<file path="src/rtl/bla_pkg.sv">
// Package for the battery level alarm monitor: field widths, codes,
// register indexes, reset values, conversion constants and the result type.
// No dependencies; used by the channel interfaces and the top level.
package bla_pkg;

  localparam int CMD_W      = 2;
  localparam int KIND_W     = 2;
  localparam int LEVEL_W    = 8;
  localparam int PERIOD_W   = 18;
  localparam int CFG_IDX_W  = 2;
  localparam int CFG_DATA_W = 18;

  // Input commands.
  localparam logic [CMD_W-1:0] CMD_TICK   = 2'd0;
  localparam logic [CMD_W-1:0] CMD_QUERY  = 2'd1;
  localparam logic [CMD_W-1:0] CMD_INFORM = 2'd2;

  // Result kinds.
  localparam logic [KIND_W-1:0] KIND_OK    = 2'd0;
  localparam logic [KIND_W-1:0] KIND_LOW   = 2'd1;
  localparam logic [KIND_W-1:0] KIND_EVENT = 2'd2;

  // Configuration register indexes.
  localparam logic [CFG_IDX_W-1:0] REG_LOW_LIMIT   = 2'd0;
  localparam logic [CFG_IDX_W-1:0] REG_HIGH_LIMIT  = 2'd1;
  localparam logic [CFG_IDX_W-1:0] REG_CLEAR_LEVEL = 2'd2;
  localparam logic [CFG_IDX_W-1:0] REG_CHECK_PER   = 2'd3;

  // Register reset values.
  localparam logic [LEVEL_W-1:0]  LOW_LIMIT_RST   = 8'd2;
  localparam logic [LEVEL_W-1:0]  HIGH_LIMIT_RST  = 8'd80;
  localparam logic [LEVEL_W-1:0]  CLEAR_LEVEL_RST = 8'd3;
  localparam logic [PERIOD_W-1:0] CHECK_PER_RST   = 18'd180000;

  // Level = (adc * GAIN - OFFSET) >> 16, gain and offset in Q16.
  localparam int GAIN_Q16   = 12896;
  localparam int OFFSET_Q16 = 7340032;
  localparam int FRAC_BITS  = 16;

  typedef struct packed {
    logic [KIND_W-1:0]  kind;
    logic [LEVEL_W-1:0] level;
    logic               last;
  } res_t;

endpackage

</file>
<file path="src/rtl/bla_if.sv">
// Channel interfaces of the battery level alarm monitor: input items,
// result items and configuration writes, each with valid and ready.
// Depends on bla_pkg.
interface bla_in_if #(
  parameter int ADC_BITS = 10
);
  logic                        valid;
  logic                        ready;
  logic [bla_pkg::CMD_W-1:0]   command;
  logic [ADC_BITS-1:0]         adc_sample;
  logic                        self_started;
  logic                        event_accepted;

  modport source (output valid, command, adc_sample, self_started, event_accepted,
                  input ready);
  modport sink (input valid, command, adc_sample, self_started, event_accepted,
                output ready);
endinterface

interface bla_out_if;
  logic                        valid;
  logic                        ready;
  logic [bla_pkg::KIND_W-1:0]  kind;
  logic [bla_pkg::LEVEL_W-1:0] level;
  logic                        last;

  modport source (output valid, kind, level, last, input ready);
  modport sink (input valid, kind, level, last, output ready);
endinterface

interface bla_cfg_if;
  logic                           valid;
  logic                           ready;
  logic [bla_pkg::CFG_IDX_W-1:0]  index;
  logic [bla_pkg::CFG_DATA_W-1:0] data;

  modport source (output valid, index, data, input ready);
  modport sink (input valid, index, data, output ready);
endinterface

</file>
<file path="src/rtl/battery_level_alarm_monitor.sv">
// Battery level alarm monitor, top level. Depends on bla_pkg and bla_if.
// An accepted beat is registered in the input register, processed once the
// result queue has room, and its results are queued and offered from there.
// Throughput: one input beat per cycle while the queue has room; a tick that
// yields two results needs two output beats, and a beat waits in the input
// register while three or more of the four result queue entries are taken.
// Reset (rst_n, synchronous, active low) clears all state and loads the
// register defaults; the block is ready on the first cycle after reset.
module battery_level_alarm_monitor #(
  parameter int ADC_BITS   = 10,
  parameter int TIMER_BITS = 18
) (
  input  logic       clk,
  input  logic       rst_n,
  bla_in_if.sink     in_ch,
  bla_out_if.source  out_ch,
  bla_cfg_if.sink    cfg_ch
);

  localparam int LW     = bla_pkg::LEVEL_W;
  localparam int PROD_W = ADC_BITS + 15;
  localparam int SH_W   = PROD_W - bla_pkg::FRAC_BITS;
  localparam int CMP_W  = (TIMER_BITS > bla_pkg::PERIOD_W) ? TIMER_BITS : bla_pkg::PERIOD_W;
  localparam int QD     = 4;
  localparam int QA_W   = 2;
  localparam int QC_W   = 3;

  // Configuration registers.
  logic [LW-1:0]                 low_limit_r, high_limit_r, clear_level_r;
  logic [bla_pkg::PERIOD_W-1:0]  check_per_r;

  // Input register.
  logic                        in_v_r;
  logic [bla_pkg::CMD_W-1:0]   cmd_r;
  logic [ADC_BITS-1:0]         adc_r;
  logic                        self_r;
  logic                        acc_r;

  // Monitor state.
  logic [TIMER_BITS-1:0] since_r, since_nxt;
  logic                  query_r, query_nxt;
  logic                  self_on_r, self_on_nxt;
  logic                  trig_r, trig_nxt;
  logic                  raised_r, raised_nxt;
  logic [LW-1:0]         last_level_r, last_level_nxt;

  // Result queue.
  bla_pkg::res_t   q_r [QD];
  logic [QA_W-1:0] wp_r, rp_r;
  logic [QC_W-1:0] cnt_r;

  logic            adv, pop;
  logic [1:0]      npush;
  bla_pkg::res_t   res0, res1;

  // Datapath signals.
  logic [PROD_W-1:0]     prod, diff;
  logic [SH_W+LW-1:0]    sh_ext;
  logic [LW-1:0]         lvl;
  logic [TIMER_BITS-1:0] since_inc;
  logic                  is_tick, periodic, meas, insuff, clr, raised1, trig2, ev;

  assign cfg_ch.ready = 1'b1;
  assign adv          = in_v_r && (cnt_r <= QC_W'(2));
  assign in_ch.ready  = !in_v_r || adv;
  assign pop          = out_ch.valid && out_ch.ready;

  // Converter sample to level: Q16 gain and offset, floored, clamped to 0..255.
  always_comb begin
    prod   = PROD_W'(adc_r) * PROD_W'(bla_pkg::GAIN_Q16);
    diff   = prod - PROD_W'(bla_pkg::OFFSET_Q16);
    sh_ext = {{LW{1'b0}}, diff[PROD_W-1:bla_pkg::FRAC_BITS]};
    if (prod < PROD_W'(bla_pkg::OFFSET_Q16)) begin
      lvl = '0;
    end else if (sh_ext > (SH_W+LW)'(255)) begin
      lvl = '1;
    end else begin
      lvl = sh_ext[LW-1:0];
    end
  end

  always_comb begin
    is_tick   = (cmd_r == bla_pkg::CMD_TICK);
    since_inc = (since_r == '1) ? since_r : since_r + TIMER_BITS'(1);
    // A pending query measures and clears the counter first, so the periodic
    // check can only fire on a tick without a query.
    periodic  = !query_r && !self_on_r &&
                (CMP_W'(since_inc) > CMP_W'(check_per_r));
    meas      = query_r || periodic;
    insuff    = !self_on_r && ((lvl <= low_limit_r) || (lvl > high_limit_r));
    clr       = meas && !self_on_r && !insuff && (lvl > clear_level_r) && raised_r;
    raised1   = raised_r && !clr;
    trig2     = (trig_r && !clr) || (periodic && insuff && !raised1);
    ev        = trig2 && !raised1;

    since_nxt      = since_r;
    query_nxt      = query_r;
    self_on_nxt    = self_on_r;
    trig_nxt       = trig_r;
    raised_nxt     = raised_r;
    last_level_nxt = last_level_r;
    npush          = 2'd0;
    res0           = '0;
    res1           = '0;

    if (adv) begin
      case (cmd_r)
        bla_pkg::CMD_TICK: begin
          since_nxt      = meas ? '0 : since_inc;
          last_level_nxt = meas ? lvl : last_level_r;
          query_nxt      = 1'b0;
          raised_nxt     = raised1 || (ev && acc_r);
          trig_nxt       = trig2 && !(ev && acc_r);
        end
        bla_pkg::CMD_QUERY: begin
          query_nxt = 1'b1;
        end
        bla_pkg::CMD_INFORM: begin
          self_on_nxt = self_r;
        end
        default: begin
        end
      endcase
    end

    // Results of a tick: the query reply first, then the event.
    if (query_r) begin
      res0.kind  = (insuff && !raised1) ? bla_pkg::KIND_LOW : bla_pkg::KIND_OK;
      res0.level = last_level_nxt;
      res0.last  = !ev;
      res1.kind  = bla_pkg::KIND_EVENT;
      res1.level = last_level_nxt;
      res1.last  = 1'b1;
    end else begin
      res0.kind  = bla_pkg::KIND_EVENT;
      res0.level = last_level_nxt;
      res0.last  = 1'b1;
    end
    if (adv && is_tick) begin
      npush = 2'(query_r) + 2'(ev);
    end
  end

  always_ff @(posedge clk) begin
    if (!rst_n) begin
      low_limit_r   <= bla_pkg::LOW_LIMIT_RST;
      high_limit_r  <= bla_pkg::HIGH_LIMIT_RST;
      clear_level_r <= bla_pkg::CLEAR_LEVEL_RST;
      check_per_r   <= bla_pkg::CHECK_PER_RST;
    end else if (cfg_ch.valid && cfg_ch.ready) begin
      case (cfg_ch.index)
        bla_pkg::REG_LOW_LIMIT:   low_limit_r   <= cfg_ch.data[LW-1:0];
        bla_pkg::REG_HIGH_LIMIT:  high_limit_r  <= cfg_ch.data[LW-1:0];
        bla_pkg::REG_CLEAR_LEVEL: clear_level_r <= cfg_ch.data[LW-1:0];
        bla_pkg::REG_CHECK_PER:   check_per_r   <= cfg_ch.data[bla_pkg::PERIOD_W-1:0];
        default: begin
        end
      endcase
    end
  end

  always_ff @(posedge clk) begin
    if (!rst_n) begin
      in_v_r       <= 1'b0;
      since_r      <= '0;
      query_r      <= 1'b0;
      self_on_r    <= 1'b0;
      trig_r       <= 1'b0;
      raised_r     <= 1'b0;
      last_level_r <= '0;
      wp_r         <= '0;
      rp_r         <= '0;
      cnt_r        <= '0;
    end else begin
      if (in_ch.ready) begin
        in_v_r <= in_ch.valid;
      end
      since_r      <= since_nxt;
      query_r      <= query_nxt;
      self_on_r    <= self_on_nxt;
      trig_r       <= trig_nxt;
      raised_r     <= raised_nxt;
      last_level_r <= last_level_nxt;
      wp_r         <= wp_r + QA_W'(npush);
      rp_r         <= rp_r + QA_W'(pop);
      cnt_r        <= cnt_r + QC_W'(npush) - QC_W'(pop);
    end
  end

  // Payload registers carry no reset.
  always_ff @(posedge clk) begin
    if (in_ch.valid && in_ch.ready) begin
      cmd_r  <= in_ch.command;
      adc_r  <= in_ch.adc_sample;
      self_r <= in_ch.self_started;
      acc_r  <= in_ch.event_accepted;
    end
    if (npush != 2'd0) begin
      q_r[wp_r] <= res0;
    end
    if (npush == 2'd2) begin
      q_r[wp_r + QA_W'(1)] <= res1;
    end
  end

  assign out_ch.valid = (cnt_r != '0);
  assign out_ch.kind  = q_r[rp_r].kind;
  assign out_ch.level = q_r[rp_r].level;
  assign out_ch.last  = q_r[rp_r].last;

endmodule

</file>
<file path="src/flat_wrapper.sv">
// flat-port wrapper written by rule: the top's interface ports become plain ports
module battery_level_alarm_monitor_flat 
#(
  parameter int ADC_BITS   = 10,
  parameter int TIMER_BITS = 18
)
  (clk, rst_n, in_ch_valid, in_ch_command, in_ch_adc_sample, in_ch_self_started, in_ch_event_accepted, in_ch_ready, out_ch_valid, out_ch_kind, out_ch_level, out_ch_last, out_ch_ready, cfg_ch_valid, cfg_ch_index, cfg_ch_data, cfg_ch_ready);
  bla_in_if #(.ADC_BITS(ADC_BITS)) in_ch_i ();
  bla_out_if out_ch_i ();
  bla_cfg_if cfg_ch_i ();
  input  logic clk;
  input  logic rst_n;
  input wire logic [$bits(in_ch_i.valid)-1:0] in_ch_valid;
  input wire logic [$bits(in_ch_i.command)-1:0] in_ch_command;
  input wire logic [$bits(in_ch_i.adc_sample)-1:0] in_ch_adc_sample;
  input wire logic [$bits(in_ch_i.self_started)-1:0] in_ch_self_started;
  input wire logic [$bits(in_ch_i.event_accepted)-1:0] in_ch_event_accepted;
  output wire logic [$bits(in_ch_i.ready)-1:0] in_ch_ready;
  output wire logic [$bits(out_ch_i.valid)-1:0] out_ch_valid;
  output wire logic [$bits(out_ch_i.kind)-1:0] out_ch_kind;
  output wire logic [$bits(out_ch_i.level)-1:0] out_ch_level;
  output wire logic [$bits(out_ch_i.last)-1:0] out_ch_last;
  input wire logic [$bits(out_ch_i.ready)-1:0] out_ch_ready;
  input wire logic [$bits(cfg_ch_i.valid)-1:0] cfg_ch_valid;
  input wire logic [$bits(cfg_ch_i.index)-1:0] cfg_ch_index;
  input wire logic [$bits(cfg_ch_i.data)-1:0] cfg_ch_data;
  output wire logic [$bits(cfg_ch_i.ready)-1:0] cfg_ch_ready;
  assign in_ch_i.valid = in_ch_valid;
  assign in_ch_i.command = in_ch_command;
  assign in_ch_i.adc_sample = in_ch_adc_sample;
  assign in_ch_i.self_started = in_ch_self_started;
  assign in_ch_i.event_accepted = in_ch_event_accepted;
  assign in_ch_ready = in_ch_i.ready;
  assign out_ch_valid = out_ch_i.valid;
  assign out_ch_kind = out_ch_i.kind;
  assign out_ch_level = out_ch_i.level;
  assign out_ch_last = out_ch_i.last;
  assign out_ch_i.ready = out_ch_ready;
  assign cfg_ch_i.valid = cfg_ch_valid;
  assign cfg_ch_i.index = cfg_ch_index;
  assign cfg_ch_i.data = cfg_ch_data;
  assign cfg_ch_ready = cfg_ch_i.ready;
  battery_level_alarm_monitor #(.ADC_BITS(ADC_BITS), .TIMER_BITS(TIMER_BITS)) u_core (.clk(clk), .rst_n(rst_n), .in_ch(in_ch_i), .out_ch(out_ch_i), .cfg_ch(cfg_ch_i));
endmodule
</file>
<file path="config.mk">
export PLATFORM = sky130hd
export DESIGN_NAME = battery_level_alarm_monitor_flat
export DESIGN_NICKNAME = d
export VERILOG_FILES = /design/src/rtl/bla_pkg.sv /design/src/rtl/bla_if.sv /design/src/rtl/battery_level_alarm_monitor.sv /design/src/flat_wrapper.sv
export SDC_FILE = /design/constraint.sdc
export NUM_CORES = 1
export LEC_CHECK = 0
export BUFFER_PORTS_ARGS = -buffer_cell sky130_fd_sc_hd__buf_2
export CORE_MARGIN = 4
export CORE_UTILIZATION = 50
export DETAILED_ROUTE_END_ITERATION = 6
export GPL_ROUTABILITY_DRIVEN = 0
export PLACE_DENSITY = 0.73
export SLEW_MARGIN = 5
export SYNTH_ARGS = -nofsm -noshare
export SYNTH_HDL_FRONTEND = slang
export SYNTH_SLANG_ARGS = --single-unit
</file>
<file path="constraint.sdc">
create_clock -name clk -period 10.6 [get_ports clk]
set_input_delay 1.59 -clock clk [delete_from_list [all_inputs] [get_ports clk]]
set_output_delay 1.59 -clock clk [all_outputs]
set_load 0.01 [all_outputs]
</file>
# Word-level counts from Yosys, hierarchy flattened
# Memory sizes are Yosys's and may differ from the RTL's. A register that Yosys moved wholly into a read port is not among the register bits.
# Index checks and enable logic that the tools add are counted.
# Widths: inputs -> output; s select.
# op_classes
multipliers	1
addsub	8
n_reduce_logical	44
n_eq_ne	7
n_lt_le_gt_ge	7
muxes	17
# op_table
operator	count
$mux 8	5
$mux 18	2
$sub 24x23->25 const B	1
$lt 24x23->1 const B	1
$mux 11	2
$logic_and 1x1->1	19
$mul 10x9->19 const B	1
$add 18x1->18 const B	1
$eq 18x18->1 const B	1
$gt 18x18->1	1
$gt 8x8->1	2
$reduce_and 2->1	7
$gt 9x8->1 const B	1
$eq 2x2->1 const B	4
$le 8x8->1	1
$logic_not 1->1	8
$logic_or 1x1->1	5
$mux 1	5
$eq 2x1->1 const B	2
$logic_not 2->1	2
$mux 2	2
$reduce_bool 2->1	2
$add 3x2->3	1
$le 3x2->1 const B	1
7 further kinds	7
# word_totals
ram_bits	44
wordCells	103
n_memories	1
in_bits	39
reg_bits	94
out_inout_bits	14
# mem_list
memory	words	width	rd	rd_clocked_by_memory_dff	write_ports	line	source
u_core.q_r	4	11	1	1	2	battery_level_alarm_monitor.sv:48	bla_pkg::res_t q_r [QD];

# Longest topological paths before layout
# Gate-level depths: netlist of run 1.
# depth
depth_word	23
mapped_depth	36
ltp_nobuf	35

# Least setup slack after synthesis of run 1
# OpenSTA, ideal clock, no wires.
# synth_timing
path_type	reg-to-reg
start	register u_core.adc_r[2]
end	memory u_core.q_r[1][0] (netlist name) (enable)
stages_incl_launch_ff	31
setup_time_ns	0.392
slack_ns	2.558
arrival_ns	7.649
required_ns	10.208
path_cell_list	edfxtp_1 ha_1 fa_1 inv_1 fa_1 inv_1 fa_1 ha_1 and2_1 and2_0 a2111o_1 and3_1 nand2b_1 xor2_1 ha_1 a21boi_0 o21a_1 ha_1 a21oi_1 nor2b_1 o21ai_0 nand2b_1 a21oi_1 o31ai_1 a221oi_2 a31oi_4 a32o_1 ha_1 buf_1 mux2i_1 nor3_1
# synth_lines
item	line	source
start: declaration	battery_level_alarm_monitor.sv:35	logic [ADC_BITS-1:0] adc_r;
start signal: assignment	battery_level_alarm_monitor.sv:194	adc_r <= in_ch.adc_sample;
end: declaration	battery_level_alarm_monitor.sv:48	

==> flow_metrics.py, run 1 <==
metrics = {
    "cts": {
        "clkSinkCount": 138,
        "cts_buffer_depth": 2,
        "cts_resized": 0,
        "cts_buffers": 17,
        "htree_levels": 4,
        "holdBufCountCts": 0,
        "cts_setup_buffers": 0,
        "clkLatencyLatePin_ps": 420,
        "clk_pin_slew_ps": 60,
        "cts_tree": "done",
        "cts_root_buf": "clkbuf_16",
    },
    "routing": {
        "via_per_inst": 5.461,
        "top_layer": "met4",
        "drt_pass1_iterations": 5,
        "wl_met1_mm": 9.069,
        "drt-initial-drc-count": 458,
        "wl_met3_um": 694,
        "routed_wl_mm": 18.56,
        "postRouteAntennaNets": 0,
        "drcViolationCount": 0,
        "met2_length_mm": 8.542,
        "num_vias": 6466,
        "wire_per_inst_um": 15.67,
    },
    "logic_synthesis": {
        "synthCells": 907,
        "yosys.area.top_type": "dfxtp_1",
        "synth_seq_cells": 138,
        "yosysSeqAreaShare": 0.3850,
        "syn_nets": 1060,
        "synth-edff-count": 54,
        "synthesis.area_um2": 8579,
        "async_reset_ff_frac": 0,
        "synth.distinct_cells": 63,
        "synth_area_leaders": "dfxtp_1 (20%), edfxtp_1 (19%), ha_1 (14%)",
        "ys_warn_count": 0,
        "yosys.area.top_type_share": 0.1960,
        "synthFlopType": "dfxtp_1",
        "syn_area_per_cell_um2": 9.459,
    },
    "critical_path": {
        "critPathMaxStageDelay_ps": 910,
        "slowest_stage": "a21oi_1",
        "crit_type": "reg2reg",
        "cp.buffers_inverters": 2,
        "cp_max_fo": 13,
        "required_ps": 10640,
        "crit_family": "compound AO/OA/AOI/OAI gates",
        "cpMostUsedCell": "ha_1",
        "arrival_ps": 8730,
        "cp-end-kind": "flip-flop",
        "crit_path_start_kind": "flip-flop",
    },
    "timing": {
        "fin_crit_ps": 8696,
        "relSlewSlack": 0.1917,
        "skew_ps": 6.350,
        "fmax_mhz": 115.0,
        "tightestPinTransition_ps": 1206,
        "slew_viol_final": 0,
        "fin_crit_sh": 0.8203,
        "hold_slack_ps": 465.2,
        "final_hold_viol_count": 0,
        "rsz0062_at_grt": "no",
        "fin_setup_tns_ps": 0,
        "setup_viol": 0,
    },
    "global_routing": {
        "grt_pass1_wl_mm": 31.26,
        "grt_start_max_net_pins": 58,
        "grt-ovfl-total": 0,
        "antenna_found_initial": 0,
        "groute.usage.overall": 0.1972,
        "grt_pass1_vias": 6249,
    },
    "die": {
        "io_pins": 53,
        "die_x_um": 139.0,
        "start_util": 0.5137,
        "core.rowCount": 47,
        "core_area_um2": 16700,
        "die-area_um2": 19320,
        "die_h_um": 139.0,
    },
    "pwr": {
        "static-leakage-power_nw": 4.222,
        "power_density_nw_per_um2": 212.3,
        "peakVddDrop_uv": 120.9,
    },
    "flow_run": {
        "drv_cap": 0,
    },
    "final_layout": {
        "multiInputGateArea_um2": 4775,
        "diodes": 0,
        "num-nets-final": 1104,
        "syn_to_final_growth_pct": 12.72,
        "drive_gt1_frac": 0.1131,
        "regArea_um2": 3303,
        "num-fill-cells": 1442,
    },
    "run_status": {
        "status": "complete, no violations",
    },
    "place": {
        "port_buffers": 51,
        "dpl.hpwl_mm": 13.80,
    },
    "worst_hold_path": {
        "min_path_type": "reg2reg",
    },
}
-- layout make-up --
class | count | share of cell area
tap | 220 | 0.02846
inverter | 107 | 0.04153
multi-input combinational | 634 | 0.4937
sequential | 138 | 0.3416
clock inverter | 14 | 0.02238
timing repair buffer | 53 | 0.02795
clock buffer | 18 | 0.04438
-- state kept, by name, indices dropped and copies added (netlist names), 2 cells and up --
register / count
u_core.cmd_r: 2
u_core.since_r: 18
u_core.adc_r: 10
u_core.wp_r: 2
u_core.clear_level_r: 8
u_core.check_per_r: 18
u_core.rp_r: 2
u_core.high_limit_r: 8
u_core.last_level_r: 8
u_core.q_r: 44
u_core.cnt_r: 3
u_core.low_limit_r: 8
-- metrics by stage --
| stage | instances | setup slack, ps | power, W | utilization | instance area, um2 |
|---|---|---|---|---|---|
| 3_5_place_dp | 1152 | 1947 | 0.001400 | 0.5404 | 9025 |
| 2_1_floorplan | 907 | 2558 | 0.001221 | - | 8579 |
| 3_3_place_gp | 1152 | 2216 | 0.001382 | 0.5404 | 9025 |
| 6_report | 1184 | 1904 | 0.002054 | 0.5790 | 9671 |
| 5_1_grt | 1184 | 1289 | 0.002203 | 0.5790 | 9671 |
| 4_1_cts | 1184 | 1927 | 0.002057 | 0.5790 | 9671 |
-- final timing paths --
kind	cells past startpoint	startpoint	endpoint	slack, ps
worst max-delay path	30	u_core.adc_r[2]	u_core.q_r[0][5]	1900
worst min-delay path	2	u_core.check_per_r[3]	u_core.check_per_r[3]	470
worst max register to register	30	u_core.adc_r[2]	u_core.q_r[0][5]	1900
worst min register to register	2	u_core.check_per_r[3]	u_core.check_per_r[3]	470
-- where the power goes --
group | switching (W) | internal (W) | leakage (nW)
Sequential | 0.0000277 | 0.000570 | 1.21
Combinational | 0.000461 | 0.000343 | 2.71
Clock | 0.000233 | 0.000418 | 0.303
-- logic make-up after synthesis --
group,Yosys count,share of synthesized area
compound gates,168,0.1324
xor+xnor,30,0.03063
fa+ha+maj,114,0.1803
buf+inv,135,0.05965
flops,138,0.3850
mux,30,0.05133
other cells,1,0.0004371
simple gates,291,0.1603
-- Yosys cell counts (all sizes together), types with 10 or more instances --
library cell and instances:
a21boi 19, a21oi 43, and2 16, and3 13, clkbuf 23, dfxtp 84, edfxtp 54, fa 16
ha 98, inv 107, mux2i 17, mux4 11, nand2 95, nand3 25, nor2 79, nor2b 20
o211ai 14, o21a 10, o21ai 33, xnor2 16, xor2 14
-- cells in the final DEF (no fill, tap or decap), drive strengths merged, types with 5 or more instances in the layout --
cell and count:
a21o 7, bufinv 5, nor3 8, nand4 6, o21a 10, xnor2 16, nand2b 9, buf 53
ha 98, mux4 11, nor2 79, clkbuf 18, nand2 95, a31oi 8, o211ai 14, fa 16
edfxtp 54, nor2b 20, mux2i 17, a22o 7, o22ai 5, a21boi 19, xor2 14, o21ai 33
inv 110, nand3 25, dfxtp 84, and2 16, nor4 8, a21oi 43, and3 13
-- tightest hold or removal path, delay by kind of cell, from the launching register on --
kind | cells | cell delay (ps)
compound gates | 1 | 60
flops | 1 | 310
simple gates | 1 | 50
-- metal layers --
layer,vias to the layer above,global-route usage
met3,22,0.03552
li1,3244,-
met1,3066,0.2752
met2,134,0.3191
met5,-,0
met4,0,0.05098
(Power assumes the default switching activity.)
==> inputs of run 2 (changes only) <==
--- a/config.mk
+++ b/config.mk
@@ -10,7 +10,7 @@
 export CORE_UTILIZATION = 50
 export DETAILED_ROUTE_END_ITERATION = 6
 export GPL_ROUTABILITY_DRIVEN = 0
-export PLACE_DENSITY = 0.73
+export PLACE_DENSITY = 0.75
 export SLEW_MARGIN = 5
 export SYNTH_ARGS = -nofsm -noshare
 export SYNTH_HDL_FRONTEND = slang
==> constraint.sdc (replaced) <==
create_clock -name clk -period 7 [get_ports clk]
set_input_delay 1.05 -clock clk [delete_from_list [all_inputs] [get_ports clk]]
set_output_delay 1.05 -clock clk [all_outputs]
set_load 0.01 [all_outputs]
==> flow_metrics.py, run 2 (synthesized netlist as in run 1, its figures left out) <==
metrics = {
    "run_status": {
        "status": "complete, but fails checks",
        "violations": "setup timing",
    },
    "die": {
        "die_x_um": 139.0,
        "core.rowCount": 47,
        "io_pins": 53,
        "core_area_um2": 16700,
        "die_h_um": 139.0,
        "start_util": 0.5137,
        "die-area_um2": 19320,
    },
    "final_layout": {
        "num-fill-cells": 1351,
        "stdcell_count": 1250,
        "reg_top3": "u_core.q_r x44, u_core.check_per_r x18, u_core.since_r x18",
        "diodes": 0,
        "post-route-util": 0.6307,
        "syn_to_final_growth_pct": 22.78,
        "mostFrequentLayoutCells": "inv_1 (104), nand2_1 (91), ha_1 (87)",
        "largest_register": "u_core.q_r",
        "num-nets-final": 1170,
        "final_common_cell": "inv_1",
        "largest_reg_flops": 44,
        "drive_gt1_frac": 0.2165,
    },
    "timing": {
        "fin_ws_ps": -402.1,
        "fin_crit_sh": 1.057,
        "hold_slack_ps": 467.6,
        "relSlewSlack": 0.2348,
        "fmax_mhz": 135.1,
        "fin_crit_ps": 7402,
        "rsz0062_at_grt": "yes",
        "slew_viol_final": 0,
        "tightestPinTransition_ps": 1142,
        "setup_viol": 88,
        "final_hold_viol_count": 0,
        "skew_ps": 10.85,
    },
    "flow_run": {
        "drv_cap": 0,
    },
    "cts": {
        "cts_tree": "done",
        "cts_buffers": 17,
        "clkSinkCount": 138,
        "cts_root_buf": "clkbuf_16",
        "htree_levels": 4,
        "clkLatencyLatePin_ps": 430,
        "cts_buffer_depth": 2,
        "clk_pin_slew_ps": 60,
    },
    "worst_hold_path": {
        "min_path_type": "reg2reg",
        "hold_path_startpoint": "u_core.check_per_r[1]",
    },
    "pwr": {
        "power_density_nw_per_um2": 337.2,
        "finalPower_w": 0.003552,
        "p_seq_frac": 0.255,
        "peakVddDrop_uv": 226.0,
        "power_switching_w": 0.001267,
        "swShare": 0.3566,
        "static-leakage-power_nw": 4.619,
        "comb_power_share": 0.478,
        "intPower_w": 0.002286,
        "power_frac_clock": 0.267,
    },
    "routing": {
        "wire_per_inst_um": 15.65,
        "drt_pass1_iterations": 5,
        "via_per_inst": 5.435,
        "num_vias": 6794,
        "routed_wl_mm": 19.56,
        "drt-initial-drc-count": 349,
        "drcViolationCount": 0,
        "postRouteAntennaNets": 0,
    },
    "global_routing": {
        "grt_pass1_wl_mm": 32.50,
        "grt_pass1_vias": 6558,
        "met2_usage": 0.3332,
        "groute.usage.overall": 0.2064,
        "grt_use_met1": 0.2783,
        "grt_start_max_net_pins": 58,
        "antenna_found_initial": 0,
        "grt-ovfl-total": 0,
        "grt_util_met3": 0.04690,
        "busiest_layer": "met2",
    },
    "critical_path": {
        "cp_max_fo": 6,
        "arrival_ps": 7720,
        "cp-end-kind": "flip-flop",
        "critPathMaxStageDelay_ps": 490,
        "crit_path_start_kind": "flip-flop",
        "slowest_stage": "edfxtp_1",
        "timing.rr.start": "u_core.adc_r[3]",
        "cpMostUsedCell": "ha_4",
        "critPathLaunch": "u_core.adc_r[3]",
        "required_ps": 7320,
        "crit_type": "reg2reg",
    },
    "place": {
        "port_buffers": 51,
        "post-place-ws_ps": -505.9,
        "dpl.hpwl_mm": 14.18,
        "dp_cells": 1208,
    },
}
run 2: metal layers:
layer,share of wire,routed length (um)
met3,0.046,909
met1,0.46,9047
met4,0.022,421
met5,0,0
met2,0.47,9184
run 2: worst paths after layout:
path | endpoint | slack (ps) | cells after the start
worst max-delay path | u_core.cnt_r[2] | -400 | 32
worst min-delay path | u_core.check_per_r[1] | 470 | 2
worst max register to register | u_core.cnt_r[2] | -400 | 32
worst min register to register | u_core.check_per_r[1] | 470 | 2
run 2: layout make-up:
class / instances / area [um2] / area share
multi-input cells: 634 / 5092 / 0.4834
flip-flops and latches: 138 / 3303 / 0.3136
repair buffers: 119 / 835.8 / 0.07934
clock buffers: 21 / 470.5 / 0.04466
inverters: 107 / 401.6 / 0.03813
well taps: 220 / 275.3 / 0.02613
clock inverters: 11 / 155.1 / 0.01473
run 2: metrics by stage:
step	instance area, um2	TNS (ps)
after floorplan	8696	-772.1
after global placement	9613	-13210
after detailed placement	9613	-38580
after CTS	10440	-20890
after global routing	10530	-52150
final	10530	-27700
run 2: repair_timing:
action / 4_1_cts / 5_1_grt
pin swaps: 16 / 13
endpoints found under the setup margin: 89 / 89
resized for setup: 26 / 16
hold buffers: 0 / 0
buffers inserted: 7 / 3
run 2: critical path, delay by kind of cell, from the launching register on:
| kind | cells | cell delay (ps) |
|---|---|---|
| and+or+nand+nor | 9 | 1320 |
| xor gates and xnor gates | 2 | 280 |
| DFF | 1 | 490 |
| AOI/OAI and AO/OA | 7 | 1650 |
| adders and majority gates | 10 | 3120 |
| buffers and inverters | 4 | 410 |
run 2: power groups by stage:
stage / clock network (W) / registers, W / logic, W
finish: 0.000949 / 0.000906 / 0.00170
floorplan: 0 / 0.000896 / 0.000998
global route: 0.00100 / 0.000913 / 0.00187
CTS: 0.000959 / 0.000907 / 0.00163
detailed placement: 0 / 0.000923 / 0.00148
global placement: 0 / 0.000921 / 0.00144
